`src/b64wd_pkg.sv`:
```
// ----------------------------------------------------------------------------
// b64wd_pkg
// Types, codes and the character classifier of the base64 word decoder.
// ----------------------------------------------------------------------------
package b64wd_pkg;

	localparam logic [15:0] LIMIT_RESET = 16'hFFFF;

	localparam logic [6:0] CLS_PAD  = 7'd64;
	localparam logic [6:0] CLS_SKIP = 7'd65;
	localparam logic [6:0] CLS_ERR  = 7'd66;

	localparam logic KIND_DATA   = 1'b0;
	localparam logic KIND_STATUS = 1'b1;

	localparam logic [1:0] ST_NONE = 2'd0;
	localparam logic [1:0] ST_OK   = 2'd1;
	localparam logic [1:0] ST_ERR  = 2'd2;

	typedef struct packed {
		logic [7:0] in_char;
		logic       end_of_text;
	} char_item_t;

	typedef struct packed {
		logic       result_kind;
		logic [7:0] data_byte;
		logic [1:0] status;
		logic       last_result;
	} result_item_t;

	typedef struct packed {
		logic [2:0][5:0] store;
		logic [1:0]      cnt;
		logic [15:0]     bytes_written;
		logic            decoded_any;
		logic            halted;
		logic            input_error;
	} dec_state_t;

	typedef struct packed {
		logic [2:0][7:0] bytes;
		logic [1:0]      nbytes;
		logic            has_status;
		logic [1:0]      status;
		logic [2:0]      total;
	} result_set_t;

	function automatic logic [6:0] classify(input logic [7:0] c);
		logic [6:0] v;
		if (c >= 8'h41 && c <= 8'h5A)
			v = 7'(c - 8'h41);
		else if (c >= 8'h61 && c <= 8'h7A)
			v = 7'(c - 8'h61 + 8'd26);
		else if (c >= 8'h30 && c <= 8'h39)
			v = 7'(c - 8'h30 + 8'd52);
		else if (c == 8'h2B)
			v = 7'd62;
		else if (c == 8'h2F)
			v = 7'd63;
		else if (c == 8'h3D || c == 8'h3F)
			v = CLS_PAD;
		else if ((c >= 8'd8 && c <= 8'd11) || c == 8'd13 || c == 8'd32)
			v = CLS_SKIP;
		else
			v = CLS_ERR;
		return v;
	endfunction

endpackage

```
`src/base64_word_decoder_unit.sv`:
```
// ----------------------------------------------------------------------------
// base64_word_decoder_unit
// Base64 decoder for MIME encoded words, one character per request.
// ----------------------------------------------------------------------------
//  channel  | direction | payload        | handshake
//  ---------+-----------+----------------+-------------------------
//  char     | in        | char_item_t    | char_valid / char_ready
//  result   | out       | result_item_t  | result_valid / result_ready
//  cfg      | in        | output_limit   | cfg_valid / cfg_ready
//
// A character enters the input register and is decoded there combinationally;
// its results (up to three bytes and a status) load a result set that drains
// one result per cycle while result_ready is high. A character with no result
// leaves the register in the next cycle; one with results waits until the set
// is empty or its last result is taken.
// Reset clears all decoder state and sets output_limit to 65535.
// ----------------------------------------------------------------------------
module base64_word_decoder_unit
	import b64wd_pkg::*;
(
	input  logic         clk,
	input  logic         arst_n,
	input  logic         char_valid,
	output logic         char_ready,
	input  char_item_t   char_item,
	output logic         result_valid,
	input  logic         result_ready,
	output result_item_t result_item,
	input  logic         cfg_valid,
	output logic         cfg_ready,
	input  logic [15:0]  cfg_data
);

	logic [15:0] limit_q;
	logic        valid_s1;
	char_item_t  item_s1;
	dec_state_t  state_q;
	dec_state_t  state_nxt;
	result_set_t rs;
	result_set_t set_q;
	logic        set_valid_q;
	logic [1:0]  ptr_q;
	logic        pop;
	logic        pop_last;
	logic        set_free;
	logic        adv_s1;

	assign cfg_ready = 1'b1;

	always_ff @(posedge clk or negedge arst_n) begin
		if (!arst_n) begin
			limit_q <= LIMIT_RESET;
		end else if (cfg_valid) begin
			limit_q <= cfg_data;
		end
	end

	b64wd_decode u_decode (
		.item  (item_s1),
		.cur   (state_q),
		.limit (limit_q),
		.nxt   (state_nxt),
		.rs    (rs)
	);

	assign pop      = set_valid_q && result_ready;
	assign pop_last = pop && ({1'b0, ptr_q} + 3'd1 == set_q.total);
	assign set_free = !set_valid_q || pop_last;
	assign adv_s1   = valid_s1 && (rs.total == 3'd0 || set_free);
	assign char_ready = !valid_s1 || adv_s1;

	always_ff @(posedge clk or negedge arst_n) begin
		if (!arst_n) begin
			valid_s1 <= 1'b0;
		end else if (char_ready) begin
			valid_s1 <= char_valid;
		end
	end

	always_ff @(posedge clk) begin
		if (char_ready && char_valid)
			item_s1 <= char_item;
	end

	always_ff @(posedge clk or negedge arst_n) begin
		if (!arst_n) begin
			state_q <= '0;
		end else if (adv_s1) begin
			state_q <= state_nxt;
		end
	end

	always_ff @(posedge clk or negedge arst_n) begin
		if (!arst_n) begin
			set_valid_q <= 1'b0;
			ptr_q <= 2'd0;
		end else if (adv_s1 && rs.total != 3'd0) begin
			set_valid_q <= 1'b1;
			ptr_q <= 2'd0;
		end else if (pop_last) begin
			set_valid_q <= 1'b0;
		end else if (pop) begin
			ptr_q <= ptr_q + 2'd1;
		end
	end

	always_ff @(posedge clk) begin
		if (adv_s1 && rs.total != 3'd0)
			set_q <= rs;
	end

	always_comb begin
		result_valid = set_valid_q;
		result_item.last_result = ({1'b0, ptr_q} + 3'd1 == set_q.total);
		if (ptr_q < set_q.nbytes) begin
			result_item.result_kind = KIND_DATA;
			result_item.data_byte = set_q.bytes[ptr_q];
			result_item.status = ST_NONE;
		end else begin
			result_item.result_kind = KIND_STATUS;
			result_item.data_byte = 8'd0;
			result_item.status = set_q.status;
		end
	end

endmodule

```
`src/b64wd_decode.sv`:
```
// ----------------------------------------------------------------------------
// b64wd_decode
// Next-state and result-set logic for one character of base64 text.
// ----------------------------------------------------------------------------
module b64wd_decode
	import b64wd_pkg::*;
(
	input  char_item_t  item,
	input  dec_state_t  cur,
	input  logic [15:0] limit,
	output dec_state_t  nxt,
	output result_set_t rs
);

	logic [6:0]      v;
	logic [2:0][5:0] m;
	logic [5:0]      s3;
	logic [2:0][7:0] b;
	logic [15:0]     bw_inc;
	logic [16:0]     bw_next_end;

	always_comb begin
		v = classify(item.in_char);
		for (int k = 0; k < 3; k++)
			m[k] = (2'(k) < cur.cnt) ? cur.store[k] : 6'd0;
		s3 = v[6] ? 6'd0 : v[5:0];
		b[0] = {m[0], m[1][5:4]};
		b[1] = {m[1][3:0], m[2][5:2]};
		b[2] = {m[2][1:0], s3};
		bw_inc = cur.bytes_written + 16'd3;
		bw_next_end = {1'b0, bw_inc} + 17'd3;
	end

	always_comb begin
		nxt = cur;
		rs = '0;
		rs.bytes = b;
		if (!cur.halted && limit != 16'd0) begin
			priority if (v == CLS_ERR) begin
				nxt.halted = 1'b1;
				nxt.input_error = 1'b1;
			end else if (v == CLS_SKIP) begin
				nxt = cur;
			end else if (v == CLS_PAD) begin
				rs.nbytes = (cur.cnt >= 2'd2) ? cur.cnt - 2'd1 : 2'd0;
				nxt.decoded_any = 1'b1;
				nxt.cnt = 2'd0;
				nxt.halted = 1'b1;
			end else if (cur.cnt != 2'd3) begin
				for (int k = 0; k < 3; k++)
					if (2'(k) == cur.cnt)
						nxt.store[k] = v[5:0];
				nxt.cnt = cur.cnt + 2'd1;
			end else begin
				rs.nbytes = 2'd3;
				nxt.decoded_any = 1'b1;
				nxt.cnt = 2'd0;
				nxt.bytes_written = bw_inc;
				if (bw_next_end > {1'b0, limit})
					nxt.halted = 1'b1;
			end
		end
		if (item.end_of_text) begin
			rs.has_status = 1'b1;
			if (limit == 16'd0 || nxt.input_error || nxt.cnt != 2'd0)
				rs.status = ST_ERR;
			else
				rs.status = nxt.decoded_any ? ST_OK : ST_NONE;
			nxt = '0;
		end
		rs.total = {1'b0, rs.nbytes} + {2'b0, rs.has_status};
	end

endmodule

```
`config.mk`:
```
export PLATFORM = sky130hd
export DESIGN_NAME = base64_word_decoder_unit
export DESIGN_NICKNAME = d
export VERILOG_FILES = /design/src/b64wd_pkg.sv /design/src/base64_word_decoder_unit.sv /design/src/b64wd_decode.sv
export SDC_FILE = /design/constraint.sdc
export NUM_CORES = 1
export LEC_CHECK = 0
export ABC_AREA = 1
export ABC_CLOCK_PERIOD_IN_PS = 6200
export BUFFER_PORTS_ARGS = -buffer_cell sky130_fd_sc_hd__buf_2
export CAP_MARGIN = 20
export CORE_ASPECT_RATIO = 1.2
export CORE_UTILIZATION = 50
export DETAILED_ROUTE_END_ITERATION = 7
export MAX_ROUTING_LAYER = met4
export PLACE_DENSITY = 0.68
export SYNTH_ARGS = -nofsm -noshare
export SYNTH_HDL_FRONTEND = slang
export SYNTH_SLANG_ARGS = --single-unit
```
`constraint.sdc`:
```
create_clock -name clk -period 6.2 [get_ports clk]
set_input_delay 0.93 -clock clk [delete_from_list [all_inputs] [get_ports clk]]
set_output_delay 0.93 -clock clk [all_outputs]
set_load 0.02 [all_outputs]
```
### Word level (Yosys, flattened, before mapping)

Cells that the tools add are included.

* register bits: 99
* bits of input ports: 30
* output and inout port bits: 15
* logic and storage cells: 154

* add/subtract/negate cells: 12
* $lt $le $gt $ge: 15
* equality and inequality tests: 20
* mux-type cells: 40
* bitwise logic cells: 1
* reduce and logical (&&, ||, !) cells: 42

Operators with widths (count)
* 39-bit two-way mux: 2
* 18-bit two-way mux: 3
* 7-bit two-way mux: 6
* 8-bit by 6-bit equality test with 1-bit output, second input constant: 5
* 38-bit two-way mux: 1
* 37-bit two-way mux: 1
* 2-bit two-way mux: 15
* 7-bit equality test, second input constant: 3
* 7-bit AND reduction: 3
* 6-bit two-way mux: 3
* 16-bit by 2-bit adder with 17-bit output, second input constant: 1
* 17-bit by 16-bit greater-than comparator with 1-bit output: 1
* 16-bit by 2-bit adder with 16-bit output, second input constant: 1
* 8-bit binary-select mux with 2-bit select: 1
* 8-bit by 7-bit >= comparator with 1-bit output, second input constant: 2
* 8-bit by 7-bit <= comparator with 1-bit output, second input constant: 2
* 16-bit logical NOT: 1
* 16-bit two-way mux: 1
* 16-bit nonzero test: 1
* 2-bit nonzero test: 8
* 7-bit subtractor, second input constant: 2
* 11-bit two-way mux: 1
* 1-bit logical AND: 10
* 2-bit inequality test, second input constant: 5
* other kinds (37): 51

### Logic depth before layout (Yosys ltp)

* word-level depth: 28
* depth in mapped cells: 32
* depth with buffers taken out: 30

### Modules after synthesis

A second synthesis with hierarchy kept.

* cells, all modules: 973
* area, all modules: 7174.4 sq um

By module, submodules not included
* base64_word_decoder_unit: times used 1, cells each 342, area each 3920.0 sq um, sequential area each 2697.6 sq um
* b64wd_decode: times used 1, cells each 631, area each 3254.4 sq um, sequential area each 0.0 sq um

### Worst setup path before layout

Ideal clock, no wire load.

* path type: reg2reg
* start: register item_s1[4] (netlist bit)
* end: register ptr_q[1]
* library setup time: 120 ps
* data arrival time: 4278 ps
* data required time: 6080 ps
* path slack: 1802 ps
* cell stages (with the launch flop): 28
* path buffers: 1
* period minus slack after synthesis: 4398 ps
* cell sequence: edfxtp_1 > buf_2 > inv_1 > ha_1 > nand2_1 > inv_1 > nand2_1 > nand2_2 > nand3_4 > nand2_4 > nand3_1 > a21oi_4 > nand3_4 > nand2_1 > inv_1 > nand2_1 > nor2_1 > ha_1 > ha_1 > or3_1 > nand3_1 > nand2_1 > inv_1 > nand2_1 > inv_1 > a21oi_1 > a32oi_1 > inv_1

RTL lines
* start, declared: line base64_word_decoder_unit.sv:36 `char_item_t item_s1;`
* start signal, assigned: line base64_word_decoder_unit.sv:82 `item_s1 <= char_item;`
* end signal, assigned: line base64_word_decoder_unit.sv:103 `ptr_q <= ptr_q + 2'd1;`
* end, declared: line base64_word_decoder_unit.sv:42 `logic [1:0] ptr_q;`

==> out/qor_table.md <==
| Metric | This run |
|:---|:---|
| Run status | completed |
| Weighted congestion at the end of routability-driven global placement | 0.923 |
| Top area cells in the synthesized netlist | sky130_fd_sc_hd__edfxtp_1 18%, sky130_fd_sc_hd__dfrtp_1 16%, sky130_fd_sc_hd__nand2_1 12%, sky130_fd_sc_hd__inv_1 7.1%, sky130_fd_sc_hd__ha_1 6.8% |
| Adder and majority cell fraction of the synthesized area | 6.79% |
| Static Leakage | 3.57 nW |
| Count of standard-cell rows | 45 |
| Type of origin of the critical path | register |
| Via density per instance | 5.02 |
| Top cell by count, worst path | sky130_fd_sc_hd__nand2_1 |
| Top-area cell type share of the netlist area | 18.1% |
| Worst path max stage delay | 0.54 ns |
| Post-detailed-route wirelength per cell | 13.4 µm |
| Max Cap Viol | 0 |
| Number of gates resized after cts | 0 |
| Count of different cell masters after synthesis | 44 |
| Inst Count DP | 1048 |
| Critical setup path kind | register to output port |
| Post-route worst setup slack | 1.16 ns |
| Maximum VDD drop | 250 µV |
| Final net count | 961 |
| Hold violation count in the final report | 0 |
| Element type at the critical path end | output port |
| Filler-free cell count of the finished design | 1064 |
| Area growth, synth to finish | 9.29% |
| Share of async-settable or async-resettable flops after synthesis | 59.6% |
| Arrival time of the worst setup path | 4.11 ns |
| CTS tree | built |
| Sequential area share after synthesis | 40.6% |
| Clock sink total | 99 |
| Synth Cell Area | 6640 µm² |
| Initial antenna violation count | 0 |
| Post-Synthesis Net Count | 920 |
| Cell with the biggest individual delay on the critical path | sky130_fd_sc_hd__edfxtp_1 |
| Transition time at the pin with the least slew margin | 0.790 ns |
| Worst hold path class | register to register |
| Global-route wire length before repair | 24000 µm |
| Syn Area/Cell | 7.77 µm² |
| Top FF cell, synth | sky130_fd_sc_hd__dfrtp_1 |
| Diode count | 0 |
| Number of buffers created by CTS | 9 |
| Detailed-route via count | 5339 |
| Post-CTS Setup Bufs | 0 |
| Area of the die | 13700 µm² |
| 1st-iter DRT viols | 233 |
| Clock latency on the worst-skew pair | 0.36 ns |
| Worst-case clock skew | 0.00841 ns |
| Shortest period the worst path allows | 5.04 ns |
| Fin util | 56.7% |
| Part of the cycle the worst path needs | 81.3% |
| Final sum of negative setup slack | 0 ns |
| Residual DRC count | 0 |
| Power per Cell Area | 372 nW/µm² |
| Fraction of synthesized cell area in xor and xnor cells | 3.43% |
| Input/output buffers | 43 |
| Setup-failing EPs final | 0 |
| Maximum number of pins on one net before global-route repair | 60 |
| CP required | 5.27 ns |
| CTS Hold Bufs | 0 |
| CP max FO | 9 |
| Total power | 0.00270 W |
| # H-tree levels | 3 |
| Area fraction in and, or, nand and nor cells after synthesis | 31.8% |
| Post-synthesis cell count | 854 |
| Area leader, netlist | sky130_fd_sc_hd__edfxtp_1 |
| Share of post-route cells with drive strength above 1 | 16.9% |
| GR Util All Layers | 23.1% |
| Total wire length | 14300 µm |
| Worst slew margin relative to its limit | 47.4% |
| Cell-by-cell trace of the critical path | inv_1, ha_1, nand2_1, inv_1, nand2_1, nand2_2, nand3_4, nand2_4, nand3_1, a21oi_4, nand4_1, nand2_1, nand2_1, nor2_1, ha_1, ha_1, or3_1, nand4_1, buf_2 |
| Highest attainable clock frequency | 0.198 GHz |
| Vias in the first global route | 4981 |
| Clock transition at path regs | 0.07 ns |
| Number of warning messages in the yosys log | 0 |
| Combinational family with the most area after synthesis | simple AND/OR/NAND/NOR gates |
| # IOs | 45 |
| DRT antenna net count | 0 |
| Sum of overflow across all layers after global routing | 0 |
| Setup repair after global routing missed its margin | false |
| Effective utilization at floorplan | 51.9% |
| Placeable core region | 12800 µm² |
| Compound-gate portion of the synthesized area | 8.33% |
| Number of flops mapped to enable cells by yosys | 40 |
| Die height | 128 µm |
| DP Wirelength | 11000 µm |
| TritonRoute pass-1 iters | 5 |
| Clock Root Buffer | sky130_fd_sc_hd__clkbuf_16 |
| Dpl ws | 1.37 ns |
| Number of max-slew violations in the final report | 0 |
| Yosys reg bits | 99 |
| Share of cell area taken by muxes after synthesis | 0% |
| Clk buf depth | 2 |
| Die X | 107 µm |
[layer usage]
layer	GRT usage (%)	share of wire (%)
met1	30.9	49
met2	35.9	47
met3	3.81	2.8
met4	7.09	1.2
met5	-	0
[placed cells by master, fill, tap and decap left out, drive strengths merged]
cell type	count
nand3	53
a21oi	28
o21a	1
or3	1
conb	1
xnor2	5
clkbuf	10
dfrtp	43
clkinv	4
nand4	18
nand3b	2
o21ai	56
o211ai	1
a32oi	1
and3	1
nor4	2
and2	1
buf	46
o221a	1
o31ai	2
nor3	24
clkinvlp	1
nand2	247
edfxtp	40
inv	133
xor2	21
nor2	104
ha	36
or2	1
dfstp	16
[registers in the layout (all words and copies together), names as in the netlist]
name and count:
state_q 39, set_q 31, limit_q 16, item_s1 9, ptr_q 2, result_valid 1
valid_s1 1
[Yosys cell counts, types with 6 or more instances]
library cell,n
sky130_fd_sc_hd__nand2_1,219
sky130_fd_sc_hd__inv_1,125
sky130_fd_sc_hd__nor2_1,93
sky130_fd_sc_hd__nand3_1,47
sky130_fd_sc_hd__dfrtp_1,43
sky130_fd_sc_hd__o21ai_0,41
sky130_fd_sc_hd__edfxtp_1,40
sky130_fd_sc_hd__ha_1,36
sky130_fd_sc_hd__a21oi_1,25
sky130_fd_sc_hd__nand2_2,22
sky130_fd_sc_hd__nor3_1,22
sky130_fd_sc_hd__xor2_1,21
sky130_fd_sc_hd__dfstp_2,16
sky130_fd_sc_hd__nand4_1,15
sky130_fd_sc_hd__o21ai_2,15
sky130_fd_sc_hd__nor2_2,8
sky130_fd_sc_hd__clkbuf_1,7
sky130_fd_sc_hd__inv_2,6
sky130_fd_sc_hd__nand2_4,6
[cells by family (layout without fill, tap and decap cells)]
family / Yosys count / count (layout)
buf+inv: 148 / 194
fa+ha+maj: 36 / 36
xor+xnor: 26 / 26
compound gates: 90 / 90
simple gates: 454 / 454
other cells: 1 / 1
flops: 99 / 99
[power breakdown]
| group | leakage [nW] | switching [W] | internal [W] |
|---|---|---|---|
| Sequential | 1.13 | 0.000112 | 0.000879 |
| Clock | 0.131 | 0.000252 | 0.000272 |
| Combinational | 2.31 | 0.000825 | 0.000359 |
[final cells by class]
cell class	count	area (µm²)
fill	1202	5530
multi-input combinational	607	3350
sequential	99	2700
inverter	132	495
timing repair buffer	46	238
clock buffer	10	229
tap	164	205
clock inverter	6	38.8
[worst paths after layout]
check	cells past startpoint	from	slack, ns	endpoint
min in group asynchronous	2	arst_n	0.73	state_q[34]$_DFFE_PN0P_
hold reg to reg	2	state_q[21]$_DFFE_PN0P_	0.48	state_q[21]$_DFFE_PN0P_
hold / removal	2	state_q[21]$_DFFE_PN0P_	0.48	state_q[21]$_DFFE_PN0P_
setup reg to reg	27	item_s1[4]$_DFFE_PP_	1.30	state_q[17]$_DFFE_PN0P_
max in group asynchronous	2	arst_n	4.94	ptr_q[0]$_DFFE_PN0P_
setup / recovery	19	item_s1[4]$_DFFE_PP_	1.16	char_ready
[stage by stage]
step | hold WS, ns | instance area (µm²)
final | 0.480 | 7250
after CTS | 0.478 | 7250
after floorplan | 0.442 | 6640
after global placement | 0.457 | 6990
after global routing | 0.497 | 7250
after detailed placement | 0.461 | 6990
[worst max-delay path, delay by kind of cell, from the launching register on]
kind / cells / cell delay, ns
AND/OR/NAND/NOR: 12 / 1.74
adder cells (fa/ha/maj): 3 / 0.62
AO/OA/AOI/OAI: 1 / 0.30
buffers and inverters: 3 / 0.54
flip-flops: 1 / 0.54
(Power assumes the default switching activity.)
